**config.mk**
```make
export PLATFORM = sky130hd
export DESIGN_NAME = aevo_div
export DESIGN_NICKNAME = d
export VERILOG_FILES = /design/src/sv/aevo_pkg.sv /design/src/sv/aevo_div.sv
export SDC_FILE = /design/constraint.sdc
export NUM_CORES = 1
export LEC_CHECK = 0
export ABC_AREA = 1
export ABC_CLOCK_PERIOD_IN_PS = 1590
export BUFFER_PORTS_ARGS = -buffer_cell sky130_fd_sc_hd__buf_4
export CELL_PAD_IN_SITES_DETAIL_PLACEMENT = 0
export CELL_PAD_IN_SITES_GLOBAL_PLACEMENT = 1
export CORE_ASPECT_RATIO = 1.2
export CORE_MARGIN = 5
export CORE_UTILIZATION = 33
export DETAILED_ROUTE_END_ITERATION = 12
export PLACE_DENSITY = 0.74
export SLEW_MARGIN = 20
export SYNTH_ARGS = -nofsm -noshare
export SYNTH_HDL_FRONTEND = slang
export SYNTH_SLANG_ARGS = --single-unit
```
**constraint.sdc**
```tcl
create_clock -name clk -period 1.59 [get_ports clk]
set_input_delay 0.2385 -clock clk [delete_from_list [all_inputs] [get_ports clk]]
set_output_delay 0.2385 -clock clk [all_outputs]
set_load 0.005 [all_outputs]
```
**src/sv/aevo_pkg.sv**
```systemverilog
// shared types, constants and saturation helper for the velocity observer
// no dependencies; imported by every module of the block
package aevo_pkg;

  // default structure sizes
  localparam int WINDOW_DEF = 10;
  localparam int FRAC_DEF   = 16;

  // field widths
  localparam int DATA_W    = 32;
  localparam int CFG_W     = 31;
  localparam int CFG_IDX_W = 3;
  localparam int SAT_W     = 66;

  // configuration register indexes
  localparam logic [CFG_IDX_W-1:0] CFG_SAMPLE_PERIOD = 3'd0;
  localparam logic [CFG_IDX_W-1:0] CFG_GAIN1_START   = 3'd1;
  localparam logic [CFG_IDX_W-1:0] CFG_GAIN2_START   = 3'd2;
  localparam logic [CFG_IDX_W-1:0] CFG_RATE1         = 3'd3;
  localparam logic [CFG_IDX_W-1:0] CFG_RATE2         = 3'd4;

  // register reset values
  localparam logic [CFG_W-1:0] TS_RESET    = 31'd655;
  localparam logic [CFG_W-1:0] G1_RESET    = 31'd65536000;
  localparam logic [CFG_W-1:0] G2_RESET    = 31'd6553600;
  localparam logic [CFG_W-1:0] RATE1_RESET = 31'd655;
  localparam logic [CFG_W-1:0] RATE2_RESET = 31'd1311;

  // clamp limits on the wide signed scale
  localparam logic signed [SAT_W-1:0] S32_HI = SAT_W'(64'sd2147483647);
  localparam logic signed [SAT_W-1:0] S32_LO = -S32_HI - SAT_W'(64'sd1);
  localparam logic signed [SAT_W-1:0] U31_HI = SAT_W'(64'sd2147483647);

  // sequencer states
  typedef enum logic [3:0] {
    S_IDLE,
    S_M1,
    S_M2,
    S_M3,
    S_M4,
    S_M5,
    S_M6,
    S_M7,
    S_M8,
    S_DIV,
    S_DONE
  } state_t;

  // divider status towards the sequencer
  typedef struct packed {
    logic busy;
    logic done;
  } div_stat_t;

  // clamp a wide signed value to the signed 32-bit range
  function automatic logic signed [DATA_W-1:0] sat32(input logic signed [SAT_W-1:0] v);
    logic signed [DATA_W-1:0] r;
    if (v > S32_HI) begin
      r = S32_HI[DATA_W-1:0];
    end else if (v < S32_LO) begin
      r = S32_LO[DATA_W-1:0];
    end else begin
      r = v[DATA_W-1:0];
    end
    return r;
  endfunction

endpackage

```
**src/sv/aevo_div.sv**
```systemverilog
// restoring divider, one quotient bit per cycle
// used for the window mean; uses aevo_pkg for the status struct
module aevo_div #(
  parameter int NW = 35,
  parameter int DW = 4
) (
  input  logic                     clk,
  input  logic                     rst_n,
  input  logic                     start,
  input  logic [NW-1:0]            dividend,
  input  logic [DW-1:0]            divisor,
  output aevo_pkg::div_stat_t      stat,
  output logic [NW-1:0]            quotient
);
  import aevo_pkg::*;

  localparam int SCW = $clog2(NW + 1);

  logic [SCW-1:0] step_r;
  logic [DW:0]    rem_r;
  logic [NW-1:0]  quo_r;
  logic [DW-1:0]  div_r;
  logic           busy_r;
  logic           done_r;
  logic [DW:0]    shifted;
  logic           fits;

  // trial subtract of the next remainder
  always_comb begin
    shifted = {rem_r[DW-1:0], quo_r[NW-1]};
    fits    = (shifted >= {1'b0, div_r});
  end

  // control
  always_ff @(posedge clk) begin
    if (!rst_n) begin
      busy_r <= 1'b0;
      done_r <= 1'b0;
      step_r <= '0;
    end else begin
      done_r <= 1'b0;
      if (start) begin
        busy_r <= 1'b1;
        step_r <= '0;
      end else if (busy_r) begin
        step_r <= step_r + SCW'(1);
        if (step_r == SCW'(NW - 1)) begin
          busy_r <= 1'b0;
          done_r <= 1'b1;
        end
      end
    end
  end

  // datapath
  always_ff @(posedge clk) begin
    if (start) begin
      quo_r <= dividend;
      rem_r <= '0;
      div_r <= divisor;
    end else if (busy_r) begin
      rem_r <= fits ? (shifted - {1'b0, div_r}) : shifted;
      quo_r <= {quo_r[NW-2:0], fits};
    end
  end

  assign stat.busy = busy_r;
  assign stat.done = done_r;
  assign quotient  = quo_r;

endmodule

```
==> qor.yml <==
final_nets: 379
cts.htree.levels: 2
cts_sinks: 51
route.antenna.remaining_nets: 0
path_clk_slew_ns: 0.09
netlist_instances: 250
cts_buffers: 5
wl_per_cell_um: 12.74
worstSetupPathType: "register to register"
syn2layout_area_growth_pct: 32.35
status: "complete, no violations"
ys_seq_area_share_pct: 60.32
detailed_place_hpwl_um: 3925
ys.flop_type: "edfxtp_1"
yosys_warnings: 0
rrSetupSlack_ns: 0.15
rsz0062_at_grt: "false"
hold_buffers: 0
synth-edff-count: 39
final_cell_mix: "nand2_1, buf_4, edfxtp_1, inv_1, dfxtp_1"
overflow: 0
cts-resized-gates: 0
n_antenna_cell: 0
grt_pass1_vias: 1864
cts_root_buf: "clkbuf_8"
slowest_stage: "edfxtp_1"
grt_pass1_wl_um: 8307
cts_buffer_depth: 2
rows: 33
die_area_um2: 8881
fin_worst_skew_ns: 0.005457
drt-total-wl_um: 5324
final_util_pct: 45.18
synth.top_cell.area_share_pct: 50.05
ys_ff_latch: 51
worstPathRequired_ns: 1.64
met1_usage_pct: 13.22
syn_area_um2: 2340
syn-num-nets: 299
hold_start: "divisor[3]"
critical_path.max_fanout: 6
regToRegStartpoint: "div_r[2]"
avgSynthCellArea_um2: 9.359
core_um2: 6854
post-route-min-period_ns: 1.440
max_stage_delay_ns: 0.37
maxClockFrequency_mhz: 694.2
drive_above_1_share_pct: 29.91
io_buffer_count: 78
synth_largest_area_cell: "edfxtp_1"
use_met3_pct: 3.629
clkLatencyLatePin_ns: 0.30
num_vias: 1861
grt.busiest_layer: "met2"
crit_arrival_ns: 1.49
final_common_cell: "nand2_1"
grt_max_degree: 35
cp-end-kind: "register"
postCtsSetupRepairBufs: 0
powerDensity_nw_per_um2: 963.4
cap_violations: 0
ioPinCount: 79
grt_util_met2_pct: 21.39
worst_pin_slew_ns: 0.3539
hold_class: "input port to register"
die_width_um: 86.87
peakVddDrop_uv: 349.8
crit_chain: "inv_1 > ha_1 > a21oi_1 > nand2_1 > nand2_2 > a31oi_1"
track_usage_pct: 12.01
setup_viol: 0
drc_errors: 0
drtIter0Drc: 66
slew_viol_final: 0
nFillCells: 718
cts_tree: "built"
start_kind: "register"
whs_ns: 0.1137
place_congestion: 0.7464
antenna_found_initial: 0
async_flop_share_pct: 0
slew-limit-headroom_pct: 76.40
fp.dieH_um: 102.2
startpoint: "div_r[2]"
period_share_pct: 90.59
start_util_pct: 34.14
p_leak_nw: 1.487
drt_first_pass_iters: 4
setup_tns_ns: 0
hold_violations: 0
synth.area.top_cells: "edfxtp_1, nand2_1, dfxtp_1"
avgViaCountPerCell: 4.452
synthDistinctLibCells: 26
==> path summary, 6_finish.rpt <==
| check | endpoint | cells past startpoint |
|---|---|---|
| hold / removal | div_r[3] | 1 |
| setup / recovery | quotient[0] | 6 |
| hold reg to reg | rem_r[3] | 2 |
| setup reg to reg | quotient[0] | 6 |
==> synth_stat cells (2+ instances only) <==
master and number:
dfxtp_1 12, nor2_1 7, nand2_2 3, buf_6 2, o21ai_0 2, a21oi_1 6
nor3_1 3, nand3_1 10, nand2_1 123, buf_2 4, ha_1 6, inv_1 17
edfxtp_1 39, buf_4 3, clkbuf_1 2
==> final cells by class <==
| type | instances | area (um^2) | area share (%) |
|---|---|---|---|
| flip-flops and latches | 51 | 1411 | 45.58 |
| multi-input cells | 170 | 790.8 | 25.54 |
| repair buffers | 84 | 630.6 | 20.36 |
| well taps | 87 | 108.9 | 3.515 |
| inverters | 18 | 71.32 | 2.303 |
| clock buffers | 5 | 68.82 | 2.222 |
| clock inverters | 3 | 15.01 | 0.4848 |
==> report_power, final <==
part | total (mW) | internal (mW) | switching [mW]
clock network | 0.725 | 0.300 | 0.425
registers | 1.66 | 1.59 | 0.0741
logic | 0.599 | 0.306 | 0.293
==> per-stage QoR <==
stage | total power, mW | worst slack (ns) | cell area [um^2] | std cells
finish | 2.983 | 0.1496 | 3097 | 418
global route | 3.151 | 0.03027 | 3097 | 418
CTS | 3.031 | 0.1546 | 3097 | 418
detailed placement | 2.302 | 0.1673 | 3013 | 410
global placement | 2.292 | 0.1926 | 3013 | 410
floorplan | 1.990 | 0.001500 | 2346 | 250
==> critical path: cells and delay by family (launching register included) <==
kind,cells,cell delay [ns]
buffers and inverters,1,0.06
AOI/OAI and AO/OA,2,0.26
and+or+nand+nor,2,0.24
DFF,1,0.37
adders and majority gates,1,0.26
==> layer usage <==
metal  share of wire, %  vias up
met1                 41      850
met5                  0        -
li1                   -      959
met3                5.9        6
met2                 52       46
met4                1.3        0
==> flip-flops by register name, summed over array words and instances, names as in the netlist <==
signal and flops:
div_r 4, busy_r 1, quotient 35, done_r 1, rem_r 4, step_r 6
==> cell families after synthesis <==
| kind of cell | synth area share, % |
|---|---|
| AND/OR/NAND/NOR | 25.78 |
| flip-flops | 60.32 |
| buffers and inverters | 5.989 |
| AO/OA/AOI/OAI | 3.476 |
| adder cells (fa/ha/maj) | 4.064 |
| XOR/XNOR | 0.3744 |
(Power assumes the default switching activity.)
