[src/sv/aevo_pkg.sv]
// shared types, constants and saturation helper for the velocity observer
// no dependencies; imported by every module of the block
package aevo_pkg;

  // default structure sizes
  localparam int WINDOW_DEF = 10;
  localparam int FRAC_DEF   = 16;

  // field widths
  localparam int DATA_W    = 32;
  localparam int CFG_W     = 31;
  localparam int CFG_IDX_W = 3;
  localparam int SAT_W     = 66;

  // configuration register indexes
  localparam logic [CFG_IDX_W-1:0] CFG_SAMPLE_PERIOD = 3'd0;
  localparam logic [CFG_IDX_W-1:0] CFG_GAIN1_START   = 3'd1;
  localparam logic [CFG_IDX_W-1:0] CFG_GAIN2_START   = 3'd2;
  localparam logic [CFG_IDX_W-1:0] CFG_RATE1         = 3'd3;
  localparam logic [CFG_IDX_W-1:0] CFG_RATE2         = 3'd4;

  // register reset values
  localparam logic [CFG_W-1:0] TS_RESET    = 31'd655;
  localparam logic [CFG_W-1:0] G1_RESET    = 31'd65536000;
  localparam logic [CFG_W-1:0] G2_RESET    = 31'd6553600;
  localparam logic [CFG_W-1:0] RATE1_RESET = 31'd655;
  localparam logic [CFG_W-1:0] RATE2_RESET = 31'd1311;

  // clamp limits on the wide signed scale
  localparam logic signed [SAT_W-1:0] S32_HI = SAT_W'(64'sd2147483647);
  localparam logic signed [SAT_W-1:0] S32_LO = -S32_HI - SAT_W'(64'sd1);
  localparam logic signed [SAT_W-1:0] U31_HI = SAT_W'(64'sd2147483647);

  // sequencer states
  typedef enum logic [3:0] {
    S_IDLE,
    S_M1,
    S_M2,
    S_M3,
    S_M4,
    S_M5,
    S_M6,
    S_M7,
    S_M8,
    S_DIV,
    S_DONE
  } state_t;

  // divider status towards the sequencer
  typedef struct packed {
    logic busy;
    logic done;
  } div_stat_t;

  // clamp a wide signed value to the signed 32-bit range
  function automatic logic signed [DATA_W-1:0] sat32(input logic signed [SAT_W-1:0] v);
    logic signed [DATA_W-1:0] r;
    if (v > S32_HI) begin
      r = S32_HI[DATA_W-1:0];
    end else if (v < S32_LO) begin
      r = S32_LO[DATA_W-1:0];
    end else begin
      r = v[DATA_W-1:0];
    end
    return r;
  endfunction

endpackage

[src/sv/aevo_mul.sv]
// shared fixed-point multiplier: registered 32x32 signed product
// result is the product shifted right by the fraction bits (floor); uses aevo_pkg
module aevo_mul #(
  parameter int FRAC_BITS = aevo_pkg::FRAC_DEF
) (
  input  logic                                   clk,
  input  logic signed [aevo_pkg::DATA_W-1:0]     mul_a,
  input  logic signed [aevo_pkg::DATA_W-1:0]     mul_b,
  output logic signed [2*aevo_pkg::DATA_W-FRAC_BITS-1:0] mul_q
);
  import aevo_pkg::*;

  localparam int PW = 2 * DATA_W;

  logic signed [PW-1:0] prod_r;

  // product register, one multiplication per cycle
  always_ff @(posedge clk) begin
    prod_r <= mul_a * mul_b;
  end

  // arithmetic shift rounds towards minus infinity
  assign mul_q = prod_r[PW-1:FRAC_BITS];

endmodule

[config.mk]
export PLATFORM = sky130hd
export DESIGN_NAME = aevo_mul
export DESIGN_NICKNAME = d
export VERILOG_FILES = /design/src/sv/aevo_pkg.sv /design/src/sv/aevo_mul.sv
export SDC_FILE = /design/constraint.sdc
export NUM_CORES = 2
export LEC_CHECK = 0
export ABC_AREA = 0
export BUFFER_PORTS_ARGS = -buffer_cell sky130_fd_sc_hd__buf_2
export CAP_MARGIN = 20
export CORE_MARGIN = 2
export CORE_UTILIZATION = 40
export DETAILED_ROUTE_END_ITERATION = 8
export GPL_ROUTABILITY_DRIVEN = 0
export PLACE_DENSITY = 0.61
export SYNTH_ARGS = -nofsm -noshare
export SYNTH_HDL_FRONTEND = slang
export SYNTH_SLANG_ARGS = --single-unit
export TNS_END_PERCENT = 10
[constraint.sdc]
create_clock -name clk -period 8.4 [get_ports clk]
set_input_delay 1.26 -clock clk [delete_from_list [all_inputs] [get_ports clk]]
set_output_delay 1.26 -clock clk [all_outputs]
set_load 0.05 [all_outputs]
==> flow_summary.html <==
<table>
<tr><th>Metric</th><th>Value</th></tr>
<tr><th colspan="2">Job</th></tr>
<tr><td>Count of maximum capacitance violations</td><td>0</td></tr>
<tr><th colspan="2">Setup path</th></tr>
<tr><td>Crit-path slowest cell</td><td>sky130_fd_sc_hd__fa_1</td></tr>
<tr><td>Required time worst endpoint</td><td>8.70 ns</td></tr>
<tr><td>CP endpoint kind</td><td>flop</td></tr>
<tr><td>Largest fanout on the critical path</td><td>14</td></tr>
<tr><td>Cell type group with the largest total delay on the critical path</td><td>adder cells</td></tr>
<tr><td>Depth of the critical timing path with buffers and inverters included</td><td>26</td></tr>
<tr><td>Critical path's most frequent cell</td><td>sky130_fd_sc_hd__fa_1</td></tr>
<tr><td>Critical path type</td><td>input port to flop</td></tr>
<tr><td>Slowest stage delay, CP</td><td>0.57 ns</td></tr>
<tr><td>Launching instance or port of the critical path</td><td>mul_a[17]</td></tr>
<tr><td>Critical path arrival</td><td>8.51 ns</td></tr>
<tr><td>Buffer and inverter count on the worst path</td><td>7</td></tr>
<tr><td>Crit path launch type</td><td>input port</td></tr>
<tr><th colspan="2">CTS</th></tr>
<tr><td>Cts-stage hold buffer count</td><td>0</td></tr>
<tr><td>CTS tree</td><td>built</td></tr>
<tr><td>Clock Pin Slew Worst Setup and Hold Paths</td><td>0.11 ns</td></tr>
<tr><td>Clock Root Buffer</td><td>sky130_fd_sc_hd__clkbuf_16</td></tr>
<tr><td>Max Buffers Root-to-Sink</td><td>2</td></tr>
<tr><td>Sink Count</td><td>48</td></tr>
<tr><td>TritonCTS buffer count</td><td>5</td></tr>
<tr><td>Depth of the CTS H-tree</td><td>2</td></tr>
<tr><th colspan="2">Finish</th></tr>
<tr><td>Number of flip-flops in the largest register</td><td>48</td></tr>
<tr><td>Final design area excluding fillers</td><td>41,900 um2</td></tr>
<tr><td>Synthesis-to-finish area growth</td><td>14.9%</td></tr>
<tr><td>Share of post-route cells with drive strength above 1</td><td>13.7%</td></tr>
<tr><td>Most flop-heavy register</td><td>prod_r</td></tr>
<tr><td>Antenna diode count</td><td>0</td></tr>
<tr><td>Filler cell count</td><td>8,690</td></tr>
<tr><td>Final net count</td><td>5,475</td></tr>
<tr><td>Registers with the highest flip-flop counts</td><td>prod_r (48)</td></tr>
<tr><th colspan="2">Floorplanning</th></tr>
<tr><td>Site Rows</td><td>110</td></tr>
<tr><td>Effective utilization at floorplan</td><td>40.4%</td></tr>
<tr><td>Vertical extent of the die</td><td>306 um</td></tr>
<tr><td>Die area</td><td>93,700 um2</td></tr>
<tr><td>X dimension of the die</td><td>306 um</td></tr>
<tr><td>Area of the placeable core</td><td>90,300 um2</td></tr>
<tr><td>Boundary pin count</td><td>113</td></tr>
<tr><th colspan="2">Yosys</th></tr>
<tr><td>Fraction of the yosys area taken by sequential cells</td><td>2.63%</td></tr>
<tr><td>Net count of the mapped netlist</td><td>5,146</td></tr>
<tr><td>Number of warning messages in the yosys log</td><td>0</td></tr>
<tr><td>Post-synthesis sequential element count</td><td>48</td></tr>
<tr><td>Unique cell type count in the Yosys netlist</td><td>54</td></tr>
<tr><td>Async set-or-reset flop fraction in the synthesized netlist</td><td>0%</td></tr>
<tr><td>Area contributors post-synth</td><td>sky130_fd_sc_hd__fa_1, sky130_fd_sc_hd__inv_1, sky130_fd_sc_hd__and2_1</td></tr>
<tr><td>Cell Area, Synth</td><td>36,500 um2</td></tr>
<tr><td>Share of Yosys cell area claimed by the top area cell type</td><td>59.3%</td></tr>
<tr><td>Average footprint of a synthesized cell</td><td>9.56 um2</td></tr>
<tr><td>Number of synthesized flops with an enable pin</td><td>0</td></tr>
<tr><td>Most used flip-flop cell after synthesis</td><td>sky130_fd_sc_hd__dfxtp_1</td></tr>
<tr><td>Cell accounting for the most synthesized area</td><td>sky130_fd_sc_hd__fa_1</td></tr>
<tr><td>Gate count after technology mapping</td><td>3,820</td></tr>
<tr><th colspan="2">Drt</th></tr>
<tr><td>WL per Instance</td><td>18.4 um</td></tr>
<tr><td>DRC violation total after the first TritonRoute iteration</td><td>1,435</td></tr>
<tr><td>Count of unresolved DRC violations after routing</td><td>0</td></tr>
<tr><td>Total number of vias</td><td>25.8k</td></tr>
<tr><td>Detailed Routing Iterations Pass 1</td><td>5</td></tr>
<tr><td>Number of nets with antenna violations after routing</td><td>0</td></tr>
<tr><td>Wire length reported by the detailed router</td><td>98.1 mm</td></tr>
<tr><td>Avg Vias per Cell</td><td>4.84</td></tr>
<tr><th colspan="2">Global routing</th></tr>
<tr><td>Vias in the first global route</td><td>29.1k</td></tr>
<tr><td>Initial antenna violation count</td><td>4</td></tr>
<tr><td>Global Route Usage Sum</td><td>22.3%</td></tr>
<tr><td>Grt ovf</td><td>0</td></tr>
<tr><td>Maximum number of pins on one net before global-route repair</td><td>33</td></tr>
<tr><td>First-pass GRT wire length</td><td>161 mm</td></tr>
<tr><th colspan="2">STA</th></tr>
<tr><td>Final hold violation count</td><td>0</td></tr>
<tr><td>Final slew viol count</td><td>0</td></tr>
<tr><td>RSZ-0062 raised after global routing</td><td>true</td></tr>
<tr><td>Relative max-transition margin</td><td>54.4%</td></tr>
<tr><td>Min Clock Period, post-route</td><td>8.21 ns</td></tr>
<tr><td>Part of the cycle the worst path needs</td><td>97.7%</td></tr>
<tr><td>Max frequency</td><td>122 MHz</td></tr>
<tr><td>Final setup slack of the worst path</td><td>0.194 ns</td></tr>
<tr><td>Final setup violating endpoints</td><td>0</td></tr>
<tr><td>Measured slew at the worst slew-check pin</td><td>0.683 ns</td></tr>
<tr><th colspan="2">Min path</th></tr>
<tr><td>Class of the worst hold path</td><td>flop to output port</td></tr>
<tr><td>HP Start</td><td>prod_r[27]</td></tr>
<tr><td>Cell depth of the worst min-delay path</td><td>1</td></tr>
<tr><th colspan="2">Place</th></tr>
<tr><td>Pre-CTS worst setup slack</td><td>-0.381 ns</td></tr>
<tr><td>Count of input and output buffers</td><td>112</td></tr>
<tr><td>Detailed placement HPWL</td><td>86.9 mm</td></tr>
<tr><td>Instance area at placement</td><td>41,500 um2</td></tr>
<tr><th colspan="2">Outcome</th></tr>
<tr><td>Result of the run</td><td>finished clean</td></tr>
</table>
==> final timing paths <==
check                    end  slack, ns
setup / recovery  prod_r[62]       0.19
hold / removal     mul_q[11]       2.11
==> synth_stat cells (3+ instances only) <==
cell type / n
sky130_fd_sc_hd__fa_1: 1081
sky130_fd_sc_hd__inv_1: 950
sky130_fd_sc_hd__nand2_1: 513
sky130_fd_sc_hd__and2_1: 512
sky130_fd_sc_hd__clkbuf_1: 200
sky130_fd_sc_hd__ha_1: 180
sky130_fd_sc_hd__a21oi_1: 48
sky130_fd_sc_hd__dfxtp_1: 48
sky130_fd_sc_hd__nor2_1: 46
sky130_fd_sc_hd__xnor2_1: 40
sky130_fd_sc_hd__o21ai_0: 26
sky130_fd_sc_hd__xor2_1: 23
sky130_fd_sc_hd__a21o_1: 21
sky130_fd_sc_hd__nand4_1: 14
sky130_fd_sc_hd__nand2b_1: 12
sky130_fd_sc_hd__nand3_1: 12
sky130_fd_sc_hd__o21bai_1: 8
sky130_fd_sc_hd__and3_1: 7
sky130_fd_sc_hd__nor3_1: 7
sky130_fd_sc_hd__o21a_1: 6
sky130_fd_sc_hd__a211oi_1: 5
sky130_fd_sc_hd__buf_1: 4
sky130_fd_sc_hd__nor2b_1: 4
sky130_fd_sc_hd__a221oi_1: 3
sky130_fd_sc_hd__nand4b_1: 3
sky130_fd_sc_hd__nor4_1: 3
sky130_fd_sc_hd__o2111ai_1: 3
sky130_fd_sc_hd__o211a_1: 3
sky130_fd_sc_hd__o211ai_1: 3
sky130_fd_sc_hd__o31ai_1: 3
==> routing by layer <==
layer	part of all wire [%]	global-route usage, %	vias up
met2	50	38.2	615
li1	-	-	11500
met5	0	0	-
met1	42	29.7	13600
met3	4.6	2.23	131
met4	3.5	7.51	0
==> cell families (layout without fill, tap and decap cells) <==
| group | Yosys count | count (layout) | share of synthesized area (%) |
|---|---|---|---|
| compound gates | 153 | 153 | 2.82 |
| xor+xnor | 63 | 63 | 1.51 |
| flops | 48 | 48 | 2.63 |
| simple gates | 1140 | 1140 | 15.7 |
| buf+inv | 1155 | 1485 | 11.9 |
| fa+ha+maj | 1261 | 1261 | 65.5 |
==> per-stage QoR <==
step	utilization, %	TNS [ns]	std cells	hold slack, ns
after floorplan	-	0	3820	1.70
after global placement	46.0	-4.58	5316	1.73
after detailed placement	46.0	-4.67	5316	1.73
after CTS	46.2	0	5324	2.14
after global routing	46.4	-0.0831	5326	2.15
final	46.4	0	5326	2.11
==> final cells by class <==
type	count	area (um2)	share of cell area [%]
Inverter	950	3570	8.50
Multi-Input combinational cell	2617	31300	74.7
Clock inverter	3	68.8	0.164
Clock buffer	5	125	0.298
Timing Repair Buffer	527	4410	10.5
Tap cell	1176	1470	3.51
Sequential cell	48	961	2.29
==> layout by cell type (no fill, tap or decap), types with 4 or more instances in the layout <==
cell                           n
sky130_fd_sc_hd__nand4_1      14
sky130_fd_sc_hd__o21ai_0      25
sky130_fd_sc_hd__ha_4          4
sky130_fd_sc_hd__a21oi_1      45
sky130_fd_sc_hd__nor2b_1       4
sky130_fd_sc_hd__buf_12       50
sky130_fd_sc_hd__clkbuf_16     6
sky130_fd_sc_hd__a21o_1       21
sky130_fd_sc_hd__ha_1        175
sky130_fd_sc_hd__nand2b_1     12
sky130_fd_sc_hd__buf_4       365
sky130_fd_sc_hd__nor2_1       45
sky130_fd_sc_hd__o21bai_1      8
sky130_fd_sc_hd__buf_6         6
sky130_fd_sc_hd__and3_1        7
sky130_fd_sc_hd__inv_1       947
sky130_fd_sc_hd__nand3_1      12
sky130_fd_sc_hd__dfxtp_1      48
sky130_fd_sc_hd__xor2_1       23
sky130_fd_sc_hd__a211oi_1      5
sky130_fd_sc_hd__xnor2_1      40
sky130_fd_sc_hd__nor3_1        7
sky130_fd_sc_hd__clkbuf_4     21
sky130_fd_sc_hd__fa_2          7
sky130_fd_sc_hd__o21a_1        6
sky130_fd_sc_hd__buf_2        84
sky130_fd_sc_hd__and2_1      512
sky130_fd_sc_hd__fa_1       1074
sky130_fd_sc_hd__nand2_1     513
==> what timing repair did <==
action / CTS / global route
gates resized for setup: 0 / 66
setup buffers: 0 / 1
endpoints found under the setup margin: 0 / 19
Power is not shown: default switching activity piles up to over one toggle a cycle in this logic, so the estimate is an artifact.
